==> src/hw/rtl/cspd_pkg.sv <==
// Shared types and fixed constants of the cloud shadow pixel dimmer.
// No dependencies; cspd_noise, cspd_mix and the core import this package.
package cspd_pkg;

    // Configuration register indexes.
    localparam logic [1:0] CFG_DENSITY = 2'd0;
    localparam logic [1:0] CFG_DAY     = 2'd1;
    localparam logic [1:0] CFG_WIDTH   = 2'd2;
    localparam logic [1:0] CFG_HEIGHT  = 2'd3;

    // Coordinate hash multipliers.
    localparam logic [31:0] HASH_C1 = 32'd73856093;
    localparam logic [31:0] HASH_C2 = 32'd19349663;
    localparam logic [31:0] HASH_C3 = 32'd1274126177;

    // The 12-bit noise value is scaled by ONE / 40950 through a reciprocal.
    localparam int unsigned NOISE_DIV    = 40950;
    localparam int unsigned RECIP_SHIFT  = 13;

    typedef struct packed {
        logic [15:0] col;
        logic [15:0] row;
        logic [7:0]  red_in;
        logic [7:0]  green_in;
        logic [7:0]  blue_in;
    } pix_in_t;

    typedef struct packed {
        logic [7:0] red_out;
        logic [7:0] green_out;
        logic [7:0] blue_out;
    } pix_out_t;

    // Channels and the pass-through flag as they travel down the pipeline.
    typedef struct packed {
        logic       pass;
        logic [7:0] red;
        logic [7:0] green;
        logic [7:0] blue;
    } lane_t;

endpackage

==> src/hw/rtl/cspd_delay.sv <==
// Enabled shift line that carries a payload a fixed number of stages.
// No dependencies.
module cspd_delay #(
    parameter int WIDTH = 8,
    parameter int DEPTH = 4
) (
    input  logic             clk,
    input  logic             en,
    input  logic [WIDTH-1:0] d,
    output logic [WIDTH-1:0] q
);

    logic [WIDTH-1:0] tap_reg [DEPTH];

    always_ff @(posedge clk)
    begin
        if (en)
        begin
            tap_reg[0] <= d;
            for (int i = 1; i < DEPTH; i++)
            begin
                tap_reg[i] <= tap_reg[i-1];
            end
        end
    end

    assign q = tap_reg[DEPTH-1];

endmodule

==> src/hw/rtl/cspd_noise.sv <==
// Coordinate hash and signed noise offset, five register stages.
// Depends on cspd_pkg for the hash constants and the noise scaling.
module cspd_noise #(
    parameter int COORD_BITS = 16,
    parameter int FRAC_BITS  = 16
) (
    input  logic                        clk,
    input  logic                        en,
    input  logic [15:0]                 col,
    input  logic [15:0]                 row,
    output logic signed [FRAC_BITS-2:0] noise_mod
);
    import cspd_pkg::*;

    localparam int CB   = (COORD_BITS < 16) ? COORD_BITS : 16;
    localparam int MW   = FRAC_BITS - 2;
    localparam int TW   = 12 + MW;
    localparam int QW   = TW - RECIP_SHIFT;
    localparam int RW   = FRAC_BITS + 13;
    localparam int MODW = FRAC_BITS - 1;
    localparam longint unsigned ONE_L = 64'd1 << FRAC_BITS;
    localparam logic [MW-1:0] RECIP =
        MW'((64'd1 << (FRAC_BITS + RECIP_SHIFT)) / NOISE_DIV);
    localparam logic [MODW-1:0] C5 = MODW'((ONE_L * 5 + 50) / 100);

    logic [31:0]     xm, ym, hx, hy;
    logic [24:0]     h_reg;
    logic [11:0]     g;
    logic [23:0]     np;
    logic [11:0]     n3_reg, n4_reg, n5_reg;
    logic [TW-1:0]   t_reg;
    logic [QW-1:0]   q0;
    logic [QW-1:0]   q0_reg;
    logic [RW-1:0]   p_reg;
    logic [RW-1:0]   r;
    logic [MODW-1:0] q_fix;
    logic [MODW-1:0] mod_reg;

    always_comb
    begin
        xm = 32'(col[CB-1:0]);
        ym = 32'(row[CB-1:0]);
        hx = xm * HASH_C1;
        hy = ym * HASH_C2;
        // Only the low twelve bits of the final hash are used, so the
        // xor-shift needs the low 25 bits of the first hash alone.
        g  = h_reg[11:0] ^ h_reg[24:13];
        np = 24'(g) * 24'(HASH_C3[11:0]);
        q0 = t_reg[TW-1:RECIP_SHIFT];
        // The reciprocal estimate is low by at most one.
        r     = RW'({n5_reg, {FRAC_BITS{1'b0}}}) - p_reg;
        q_fix = MODW'(q0_reg) + ((r >= RW'(NOISE_DIV)) ? MODW'(1) : MODW'(0));
    end

    always_ff @(posedge clk)
    begin
        if (en)
        begin
            h_reg   <= hx[24:0] ^ hy[24:0];
            n3_reg  <= np[11:0];
            t_reg   <= TW'(n3_reg) * TW'(RECIP);
            n4_reg  <= n3_reg;
            q0_reg  <= q0;
            p_reg   <= RW'(q0) * RW'(NOISE_DIV);
            n5_reg  <= n4_reg;
            mod_reg <= q_fix - C5;
        end
    end

    assign noise_mod = $signed(mod_reg);

endmodule

==> src/hw/rtl/cspd_alt_div.sv <==
// Altitude factor ONE - row * ONE / (5 * height) from a restoring divider
// with one quotient bit per stage. Depends on nothing outside this file.
module cspd_alt_div #(
    parameter int FRAC_BITS = 16
) (
    input  logic               clk,
    input  logic               en,
    input  logic [15:0]        row_clamp,
    input  logic [15:0]        height,
    output logic [FRAC_BITS:0] alt
);

    // The row is clamped to the height, so the quotient stays below ONE / 4.
    localparam int QB = FRAC_BITS - 2;
    localparam logic [FRAC_BITS:0] ONE = (FRAC_BITS+1)'(64'd1 << FRAC_BITS);

    logic [18:0]        divisor;
    logic [18:0]        rem_reg [QB];
    logic [QB-1:0]      q_reg   [QB];
    logic [FRAC_BITS:0] alt_reg;

    assign divisor = 19'({height, 2'b00}) + 19'(height);

    for (genvar k = 0; k < QB; k++)
    begin : g_step
        logic [18:0]   rem_in;
        logic [QB-1:0] q_in;
        logic [19:0]   sh;
        logic          ge;
        logic [18:0]   rem_next;
        logic [QB-1:0] q_next;

        if (k == 0)
        begin : g_first
            // The dividend is row * 2^FRAC_BITS: all bits brought down are zero.
            assign rem_in = {1'b0, row_clamp, 2'b00};
            assign q_in   = '0;
        end
        else
        begin : g_rest
            assign rem_in = rem_reg[k-1];
            assign q_in   = q_reg[k-1];
        end

        always_comb
        begin
            sh = {rem_in, 1'b0};
            ge = (sh >= {1'b0, divisor});
            rem_next = ge ? 19'(sh - {1'b0, divisor}) : sh[18:0];
            q_next = {q_in[QB-2:0], ge};
        end

        always_ff @(posedge clk)
        begin
            if (en)
            begin
                rem_reg[k] <= rem_next;
                q_reg[k]   <= q_next;
            end
        end
    end

    always_ff @(posedge clk)
    begin
        if (en)
        begin
            alt_reg <= ONE - (FRAC_BITS+1)'(q_reg[QB-1]);
        end
    end

    assign alt = alt_reg;

endmodule

==> src/hw/rtl/cspd_mix.sv <==
// Base dimming, noise weighting, clamping and the channel products in three
// register stages; the last one is the output register. Depends on cspd_pkg.
module cspd_mix #(
    parameter int FRAC_BITS = 16
) (
    input  logic                        clk,
    input  logic                        en,
    input  logic [FRAC_BITS:0]          density,
    input  logic                        day_mode,
    input  logic [FRAC_BITS:0]          alt,
    input  logic signed [FRAC_BITS-2:0] noise_mod,
    input  cspd_pkg::lane_t             lane,
    output cspd_pkg::pix_out_t          dim
);
    import cspd_pkg::*;

    localparam int F  = FRAC_BITS;
    localparam int SW = F + 3;
    localparam int CW = F + 9;
    localparam longint unsigned ONE_L = 64'd1 << F;
    localparam logic [F:0] ONE = (F+1)'(ONE_L);
    localparam logic [F:0] C3  = (F+1)'((ONE_L * 3 + 50) / 100);
    localparam logic [F:0] C5  = (F+1)'((ONE_L * 5 + 50) / 100);
    localparam logic [F:0] C25 = (F+1)'((ONE_L * 25 + 50) / 100);
    localparam logic [F:0] C65 = (F+1)'((ONE_L * 65 + 50) / 100);
    localparam logic [F:0] C85 = (F+1)'((ONE_L * 85 + 50) / 100);
    localparam logic [F:0] C90 = (F+1)'((ONE_L * 90 + 50) / 100);

    logic [F-2:0]  mabs;
    logic [2*F-1:0] mprod;
    logic [F:0]    fac, floor_v, bp, braw, base_next;
    logic [2*F:0]  bprod;
    logic [F-1:0]  mag_reg;
    logic          neg_reg;
    logic [F:0]    base_reg;
    lane_t         lane1_reg, lane2_reg;
    logic signed [SW-1:0] p;
    logic [F:0]    pix_next, pix_reg;
    logic [CW-1:0] pr, pg, pb;
    pix_out_t      dim_next, dim_reg;

    always_comb
    begin
        mabs  = noise_mod[F-2] ? (~noise_mod + (F-1)'(1)) : noise_mod;
        mprod = (2*F)'(mabs) * (2*F)'(alt);

        fac     = day_mode ? C65 : C85;
        floor_v = (day_mode && density > C90) ? C5 : C25;
        bprod   = (2*F+1)'(density) * (2*F+1)'(fac);
        bp      = bprod[2*F:F];
        braw    = (bp >= ONE) ? '0 : ONE - bp;
        if (braw < floor_v)
        begin
            base_next = floor_v;
        end
        else if (braw > ONE)
        begin
            base_next = ONE;
        end
        else
        begin
            base_next = braw;
        end

        // Magnitude and sign were split, so the shift truncates toward zero.
        if (neg_reg)
        begin
            p = $signed(SW'(base_reg)) + $signed(SW'(mag_reg));
        end
        else
        begin
            p = $signed(SW'(base_reg)) - $signed(SW'(mag_reg));
        end
        if (p < $signed(SW'(C3)))
        begin
            pix_next = C3;
        end
        else if (p > $signed(SW'(ONE)))
        begin
            pix_next = ONE;
        end
        else
        begin
            pix_next = p[F:0];
        end

        pr = CW'(lane2_reg.red)   * CW'(pix_reg);
        pg = CW'(lane2_reg.green) * CW'(pix_reg);
        pb = CW'(lane2_reg.blue)  * CW'(pix_reg);
        if (lane2_reg.pass)
        begin
            dim_next.red_out   = lane2_reg.red;
            dim_next.green_out = lane2_reg.green;
            dim_next.blue_out  = lane2_reg.blue;
        end
        else
        begin
            dim_next.red_out   = pr[F+7:F];
            dim_next.green_out = pg[F+7:F];
            dim_next.blue_out  = pb[F+7:F];
        end
    end

    always_ff @(posedge clk)
    begin
        if (en)
        begin
            mag_reg   <= mprod[2*F-1:F];
            neg_reg   <= noise_mod[F-2];
            base_reg  <= base_next;
            lane1_reg <= lane;
            pix_reg   <= pix_next;
            lane2_reg <= lane1_reg;
            dim_reg   <= dim_next;
        end
    end

    assign dim = dim_reg;

endmodule

==> src/hw/rtl/cloud_shadow_pixel_dimmer_core.sv <==
// Top level of the cloud shadow pixel dimmer: configuration registers, input
// stage, valid chain and the pipeline. Depends on cspd_pkg and all cspd_ modules.

// The core dims one RGB pixel per clock while the output does not stall, as a
// cloud shadow would, from the cloud density, the day flag and a hash of the
// pixel's column and row, with an altitude weighting over the image height. A
// new pixel is taken in every cycle in which pix_stall is low; the altitude
// divider resolves one quotient bit per pipeline stage. A stall on the output
// while a result is held freezes the whole pipeline and is passed back on
// pix_stall in the same cycle. Configuration must be written through cfg_we,
// cfg_index and cfg_data while no pixel is in flight; the core does not check.
module cloud_shadow_pixel_dimmer_core #(
    parameter int COORD_BITS = 16,
    parameter int FRAC_BITS  = 16
) (
    input  logic               clk,
    input  logic               rst_n,
    input  logic               cfg_we,
    input  logic [1:0]         cfg_index,
    input  logic [16:0]        cfg_data,
    input  logic               pix_valid,
    output logic               pix_stall,
    input  cspd_pkg::pix_in_t  pix,
    output logic               dim_valid,
    input  logic               dim_stall,
    output cspd_pkg::pix_out_t dim
);
    import cspd_pkg::*;

    localparam int F   = FRAC_BITS;
    localparam int LAT = F + 3;
    localparam int LW  = $bits(lane_t);
    localparam longint unsigned ONE_L = 64'd1 << F;
    localparam logic [F:0] ONE = (F+1)'(ONE_L);
    localparam logic [F:0] C4  = (F+1)'((ONE_L * 4 + 50) / 100);

    logic [16:0]   density_reg;
    logic          day_reg;
    logic [15:0]   width_reg;
    logic [15:0]   height_reg;
    logic [LAT-1:0] v_reg;
    logic          adv;
    logic [F+16:0] dens_wide;
    logic [F:0]    d_raw, d_sat;
    lane_t         lane_next, lane_reg;
    logic [15:0]   rowc_next;
    logic [15:0]   col_reg, row_reg, rowc_reg;
    logic [F:0]    alt;
    logic signed [F-2:0] mod_early, mod_late;
    logic [LW-1:0] lane_late;

    always_ff @(posedge clk or negedge rst_n)
    begin
        if (!rst_n)
        begin
            density_reg <= '0;
            day_reg     <= 1'b1;
            width_reg   <= '0;
            height_reg  <= '0;
        end
        else if (cfg_we)
        begin
            case (cfg_index)
                CFG_DENSITY: density_reg <= cfg_data;
                CFG_DAY:     day_reg     <= cfg_data[0];
                CFG_WIDTH:   width_reg   <= cfg_data[15:0];
                CFG_HEIGHT:  height_reg  <= cfg_data[15:0];
                default:     density_reg <= density_reg;
            endcase
        end
    end

    // The pipeline moves whenever the output register is free or being taken.
    assign adv       = !v_reg[LAT-1] || !dim_stall;
    assign pix_stall = !adv;
    assign dim_valid = v_reg[LAT-1];

    always_ff @(posedge clk or negedge rst_n)
    begin
        if (!rst_n)
        begin
            v_reg <= '0;
        end
        else if (adv)
        begin
            v_reg <= {v_reg[LAT-2:0], pix_valid};
        end
    end

    always_comb
    begin
        dens_wide = {density_reg, {F{1'b0}}};
        d_raw     = dens_wide[F+16:16];
        d_sat     = (d_raw > ONE) ? ONE : d_raw;
        lane_next.pass  = (width_reg == 16'd0) || (height_reg == 16'd0) || (d_sat <= C4);
        lane_next.red   = pix.red_in;
        lane_next.green = pix.green_in;
        lane_next.blue  = pix.blue_in;
        rowc_next = (pix.row > height_reg) ? height_reg : pix.row;
    end

    always_ff @(posedge clk)
    begin
        if (adv)
        begin
            lane_reg <= lane_next;
            col_reg  <= pix.col;
            row_reg  <= pix.row;
            rowc_reg <= rowc_next;
        end
    end

    cspd_noise #(
        .COORD_BITS (COORD_BITS),
        .FRAC_BITS  (FRAC_BITS)
    ) u_noise (
        .clk       (clk),
        .en        (adv),
        .col       (col_reg),
        .row       (row_reg),
        .noise_mod (mod_early)
    );

    cspd_delay #(
        .WIDTH (F - 1),
        .DEPTH (F - 6)
    ) u_mod_delay (
        .clk (clk),
        .en  (adv),
        .d   (mod_early),
        .q   (mod_late)
    );

    cspd_alt_div #(
        .FRAC_BITS (FRAC_BITS)
    ) u_alt_div (
        .clk       (clk),
        .en        (adv),
        .row_clamp (rowc_reg),
        .height    (height_reg),
        .alt       (alt)
    );

    cspd_delay #(
        .WIDTH (LW),
        .DEPTH (F - 1)
    ) u_lane_delay (
        .clk (clk),
        .en  (adv),
        .d   (lane_reg),
        .q   (lane_late)
    );

    cspd_mix #(
        .FRAC_BITS (FRAC_BITS)
    ) u_mix (
        .clk       (clk),
        .en        (adv),
        .density   (d_sat),
        .day_mode  (day_reg),
        .alt       (alt),
        .noise_mod (mod_late),
        .lane      (lane_t'(lane_late)),
        .dim       (dim)
    );

endmodule
==> config.mk <==
export PLATFORM = sky130hd
export DESIGN_NAME = cloud_shadow_pixel_dimmer_core
export DESIGN_NICKNAME = d
export VERILOG_FILES = /design/src/hw/rtl/cspd_pkg.sv /design/src/hw/rtl/cspd_delay.sv /design/src/hw/rtl/cspd_noise.sv /design/src/hw/rtl/cspd_alt_div.sv /design/src/hw/rtl/cspd_mix.sv /design/src/hw/rtl/cloud_shadow_pixel_dimmer_core.sv
export SDC_FILE = /design/constraint.sdc
export NUM_CORES = 2
export LEC_CHECK = 0
export ABC_CLOCK_PERIOD_IN_PS = 104600
export BUFFER_PORTS_ARGS = -buffer_cell sky130_fd_sc_hd__buf_2
export CELL_PAD_IN_SITES_DETAIL_PLACEMENT = 0
export CELL_PAD_IN_SITES_GLOBAL_PLACEMENT = 1
export CORE_MARGIN = 1
export CORE_UTILIZATION = 45
export CTS_CLUSTER_DIAMETER = 200
export DETAILED_ROUTE_END_ITERATION = 10
export GPL_TIMING_DRIVEN = 0
export PLACE_DENSITY = 0.69
export SLEW_MARGIN = 5
export SYNTH_ARGS = -nofsm -noshare
export SYNTH_HDL_FRONTEND = slang
export SYNTH_SLANG_ARGS = --single-unit
==> constraint.sdc <==
create_clock -name clk -period 104.6 [get_ports clk]
set_input_delay 10.46 -clock clk [delete_from_list [all_inputs] [get_ports clk]]
set_output_delay 10.46 -clock clk [all_outputs]
set_load 0.02 [all_outputs]
Word level (Yosys, flattened, before mapping)
Memory sizes are Yosys's and may differ from the RTL's. A register that Yosys moved wholly into a read port is not among the register bits.
Cells that the tools add are included.
{"block": "op_classes", "muxes": 28, "n_reduce_logical": 15, "mul": 10, "add_sub_neg": 23, "n_eq_ne": 3, "n_lt_le_gt_ge": 24, "n_bitwise": 3}
{"op": "$mux 19", "count": 15}
{"op": "$sub 19x19->19", "count": 14}
{"op": "$ge 20x19->1", "count": 13}
{"op": "$mux 17", "count": 5}
{"op": "$mul 8x17->24", "count": 3}
{"op": "$mux 15", "count": 3}
{"op": "$gt 17x17->1 const B", "count": 2}
{"op": "$mul 17x17->33", "count": 1}
{"op": "$logic_not 16->1", "count": 2}
{"op": "$mul 15x17->32", "count": 1}
{"op": "$ge 29x16->1 const B", "count": 1}
{"op": "$sub 28x29->29", "count": 1}
{"op": "$mul 13x15->28 const B", "count": 1}
{"op": "$mul 16x27->25 const B", "count": 1}
{"op": "$mul 12x13->25 const B", "count": 1}
{"op": "$mul 16x25->25 const B", "count": 1}
{"op": "$xor 25x25->25", "count": 1}
{"op": "$mux 24", "count": 1}
{"op": "$add 18x16->19", "count": 1}
{"op": "$ge 19x19->1", "count": 1}
{"op": "$gt 19x18->1 const B", "count": 1}
{"op": "$lt 19x12->1 const B", "count": 1}
{"op": "$add 17x16->18", "count": 1}
{"op": "$sub 17x16->18", "count": 1}
{"op": "other kinds (23)", "count": 33}
{"block": "totals", "word_cells": 143, "in_bits": 80, "mem_bits_rw": 987, "out_inout_bits": 26, "n_memories": 4, "ff_bits": 401}
{"name": "u_lane_delay.tap_reg", "words": 15, "word_bits": 25, "rd": 15, "rd_ports_with_merged_regs": 1, "wr": 15, "line_no": "cspd_delay.sv:13", "source": "logic [WIDTH-1:0] tap_reg [DEPTH];"}
{"name": "u_alt_div.rem_reg", "words": 14, "word_bits": 19, "rd": 13, "rd_ports_with_merged_regs": 0, "wr": 14, "line_no": "cspd_alt_div.sv:18", "source": "logic [18:0] rem_reg [QB];"}
{"name": "u_alt_div.q_reg", "words": 14, "word_bits": 14, "rd": 14, "rd_ports_with_merged_regs": 0, "wr": 14, "line_no": "cspd_alt_div.sv:19", "source": "logic [QB-1:0] q_reg [QB];"}
{"name": "u_mod_delay.tap_reg", "words": 10, "word_bits": 15, "rd": 10, "rd_ports_with_merged_regs": 0, "wr": 10, "line_no": "cspd_delay.sv:13"}

Logic depth before layout (Yosys ltp)
{"block": "logic_depth", "ltp_word": 8, "ltp_mapped": 46, "mapped_depth_nobuf": 41}

By module
From an unflattened synthesis, not the netlist that was laid out.
{"block": "hier_totals", "hier_cells": 8738, "area_unflattened_um2": 100580.2}
{"mod": "cspd_mix", "area_each_um2": 32783.9, "seq_area_each_um2": 3753.6, "cells_each": 3482, "instances": 1}
{"mod": "cspd_alt_div", "area_each_um2": 25884.8, "seq_area_each_um2": 11080.6, "cells_each": 2461, "instances": 1}
{"mod": "cspd_noise", "area_each_um2": 20464.6, "seq_area_each_um2": 3843.7, "cells_each": 1927, "instances": 1}
{"mod": "cspd_delay (u_lane_delay)", "area_each_um2": 11260.8, "seq_area_each_um2": 11260.8, "cells_each": 375, "instances": 1}
{"mod": "cloud_shadow_pixel_dimmer_core", "area_each_um2": 5681.7, "seq_area_each_um2": 3920.0, "cells_each": 343, "instances": 1}
{"mod": "cspd_delay (u_mod_delay)", "area_each_um2": 4504.3, "seq_area_each_um2": 4504.3, "cells_each": 150, "instances": 1}

Worst setup path after synthesis
Ideal clock, no wire load.
{"block": "synth_path", "path_kind": "input to output", "from": "input dim_stall", "to": "output pix_stall", "n_path_buf": 1, "arrival_ps": 49212, "cell_stages": 3, "required_time_ps": 94140, "slack_ps": 44928, "path_cell_list": "nand2_1 -> clkbuf_1 -> inv_1"}
{"block": "synth_via", "elab_chain_len": 3}
{"element": "start: declaration", "line_no": "cloud_shadow_pixel_dimmer_core.sv:25", "source": "input logic dim_stall,"}
{"element": "$logic_not 1->1", "line_no": "cloud_shadow_pixel_dimmer_core.sv:74", "source": "assign adv = !v_reg[LAT-1] || !dim_stall;"}
{"element": "$logic_or 1x1->1", "line_no": "cloud_shadow_pixel_dimmer_core.sv:74"}
{"element": "$logic_not 1->1", "line_no": "cloud_shadow_pixel_dimmer_core.sv:75", "source": "assign pix_stall = !adv;"}
{"element": "end: declaration", "line_no": "cloud_shadow_pixel_dimmer_core.sv:22", "source": "output logic pix_stall,"}
Every way passes these cells.

Worst setup path in the final report
Ends and elaborated chain as after synthesis.

==> flow_metrics.tcl <==
set metrics [dict create \
    synth_area_leader_cell "edfxtp_1" \
    start_kind "primary input" \
    hold_class "flop to flop" \
    grt_util_all_layers 0.204 \
    num_vias 62300 \
    setup_viol 0 \
    wl_per_cell_um 18.6 \
    nNetsFinal 11000 \
    slowest_stage "clkbuf_4" \
    io_buffers 105 \
    yosys-top-cells-area "edfxtp_1, fa_1, ha_1, inv_1, xnor2_1" \
    min_path_cells 0 \
    largest_reg_flops 375 \
    cts-resized-gates 0 \
    worst-path-buf-inv 4 \
    synthToLayoutAreaGrowth_pct 10.1 \
    ios 106 \
    clk_path_buf_depth 3 \
    place_inst 11600 \
    cts_tree "built" \
    die_x_um 472 \
    outcome "completed" \
    avgSynthCellArea_sq_um 11.5 \
    synth-seq-cells 1289 \
    crit_family "buffers and inverters" \
    period_needed_ns 21.88 \
    initial_utilization 0.452 \
    path_cells "buf_2 > nand2_1 > clkbuf_4 > inv_1 > buf_2" \
    syn-cell-area_sq_um 99300 \
    multiInputGateArea_sq_um 55300 \
    synthCells 8612 \
    max_freq_ghz 0.0457 \
    drc 0 \
    drv_cap 0 \
    firstDrtPassIters 6 \
    cts.clk_slew.worst_paths_ns 0.07 \
    slew_viol_final 0 \
    rows 172 \
    dr.first_iter.drc_count 3425 \
    htree_levels 4 \
    critPathCaptureType "output port" \
    die_height_um 472 \
    grt_overflow 0 \
    dieArea_sq_um 222000 \
    r2r_cells 41 \
    fin_cells 11900 \
    critical_path_depth 5 \
    synth_top_flop_cell "edfxtp_1" \
    synth.yosys.seq_area_share 0.386 \
    synth_commonest_cells "inv_1, edfxtp_1, ha_1" \
    core_area_sq_um 220000 \
    r2r_slack_ns 93.04 \
    viasPerCell 5.24 \
    place_area_sq_um 105000 \
    design_area_sq_um 109000 \
    clkSinkCount 1289 \
    hold_buffers 0 \
    hold_viol 0 \
    grt_pass1_vias 64800 \
    antenna_found_initial 2 \
    synth_edf_count 1220 \
    slowest_delay_ns 0.51 \
    drive_gt1_frac 0.0723 \
    dp_hpwl_um 176000 \
    rsz0062_at_grt "false" \
    drt.antenna.violating_nets 0 \
    insertion_delay_ns 0.86 \
    yosys_warnings 0 \
    required_ns 94.14 \
    fin_tns_setup_ns 0 \
    slew_headroom 0.148 \
    routed_wl_um 221000 \
    worstPathArrival_ns 11.42 \
    synth-async-reset-ratio 0.0535 \
    worst_slew_pin_slew_ns 1.28 \
    period_share 0.209 \
    cp_common_cell "buf_2" \
    grt_max_degree 71 \
    seq_area_sq_um 38400 \
    postCtsSetupRepairBufs 0 \
    synth_cell_types 92 \
    cts_made_buffers 149 \
    gp_congestion 0.882 \
    fill_cells 19700 \
    synth_top_area_share 0.369 \
    fin_skew_ns 0.0509 \
    root_buffer "clkbuf_16" \
    cp_max_fo 33 \
    grt_pass1_wl_um 357000 \
    path_class "primary input to output port" \
    yosys.cell_count.top_type "inv_1" \
]
==> per-stage QoR <==
step,setup slack [ns],utilization,hold WS (ns)
3_3_place_gp,37.35,0.471,0.400
5_1_grt,82.62,0.498,0.382
2_1_floorplan,44.93,-,0.400
6_report,82.72,0.498,0.375
4_1_cts,82.70,0.498,0.362
3_5_place_dp,82.70,0.476,0.405
==> routing by layer <==
metal / share of wire / wire length [um] / up-vias / global-route usage
met5: 0 / 0 / - / 0
met1: 0.45 / 99900 / 31100 / 0.273
met3: 0.034 / 7470 / 332 / 0.0256
li1: - / - / 29900 / -
met2: 0.49 / 108000 / 990 / 0.346
met4: 0.026 / 5820 / 0 / 0.0590
==> layout make-up <==
| type | count | share of cell area |
|---|---|---|
| Clock inverter | 95 | 0.00904 |
| Timing Repair Buffer | 149 | 0.0133 |
| Inverter | 1319 | 0.0453 |
| Tap cell | 2871 | 0.0329 |
| Antenna cell | 2 | 0.0000458 |
| Clock buffer | 170 | 0.0349 |
| Multi-Input combinational cell | 5786 | 0.506 |
| Sequential cell | 1289 | 0.351 |
| Buffer | 220 | 0.00790 |
==> path summary, 6_finish.rpt <==
check / to / start
min reg2reg: u_alt_div.q_reg[1][32] / u_alt_div.q_reg[1][17]
max: pix_stall / dim_stall
min: u_alt_div.q_reg[1][32] / u_alt_div.q_reg[1][17]
max reg2reg: u_mix.base_reg[15] / d_raw[16]
max in group asynchronous: d_raw[6] / rst_n
min in group asynchronous: width_reg[6] / rst_n
==> cells by family (layout without fill, tap and decap cells) <==
| logic type | Yosys count | in the layout | synth area share |
|---|---|---|---|
| xor gates and xnor gates | 436 | 436 | 0.0385 |
| and+or+nand+nor | 2033 | 2033 | 0.101 |
| AOI/OAI and AO/OA | 1123 | 1123 | 0.0728 |
| DFF | 1289 | 1289 | 0.386 |
| adders and majority gates | 1993 | 1993 | 0.321 |
| other | 2 | 6 | 0.0000757 |
| buffers and inverters | 1539 | 1953 | 0.0585 |
| muxes | 197 | 197 | 0.0222 |
==> cells in the final DEF, fill, tap and decap left out, types with 98 or more instances in the layout <==
cell type and count:
xnor2_1 287, and2_1 242, inv_1 1317, a21oi_1 348, buf_2 104, clkbuf_1 231
nand3_1 98, nand2_1 679, xor2_1 135, nor2_1 365, ha_1 1074, edfxtp_1 1220
a21o_1 104, nor3_1 138, clkbuf_16 149, fa_1 919, nor2b_1 127, o21ai_0 221
mux2_2 187
Power is not shown: default switching activity piles up to over one toggle a cycle in this logic, so the estimate is an artifact.
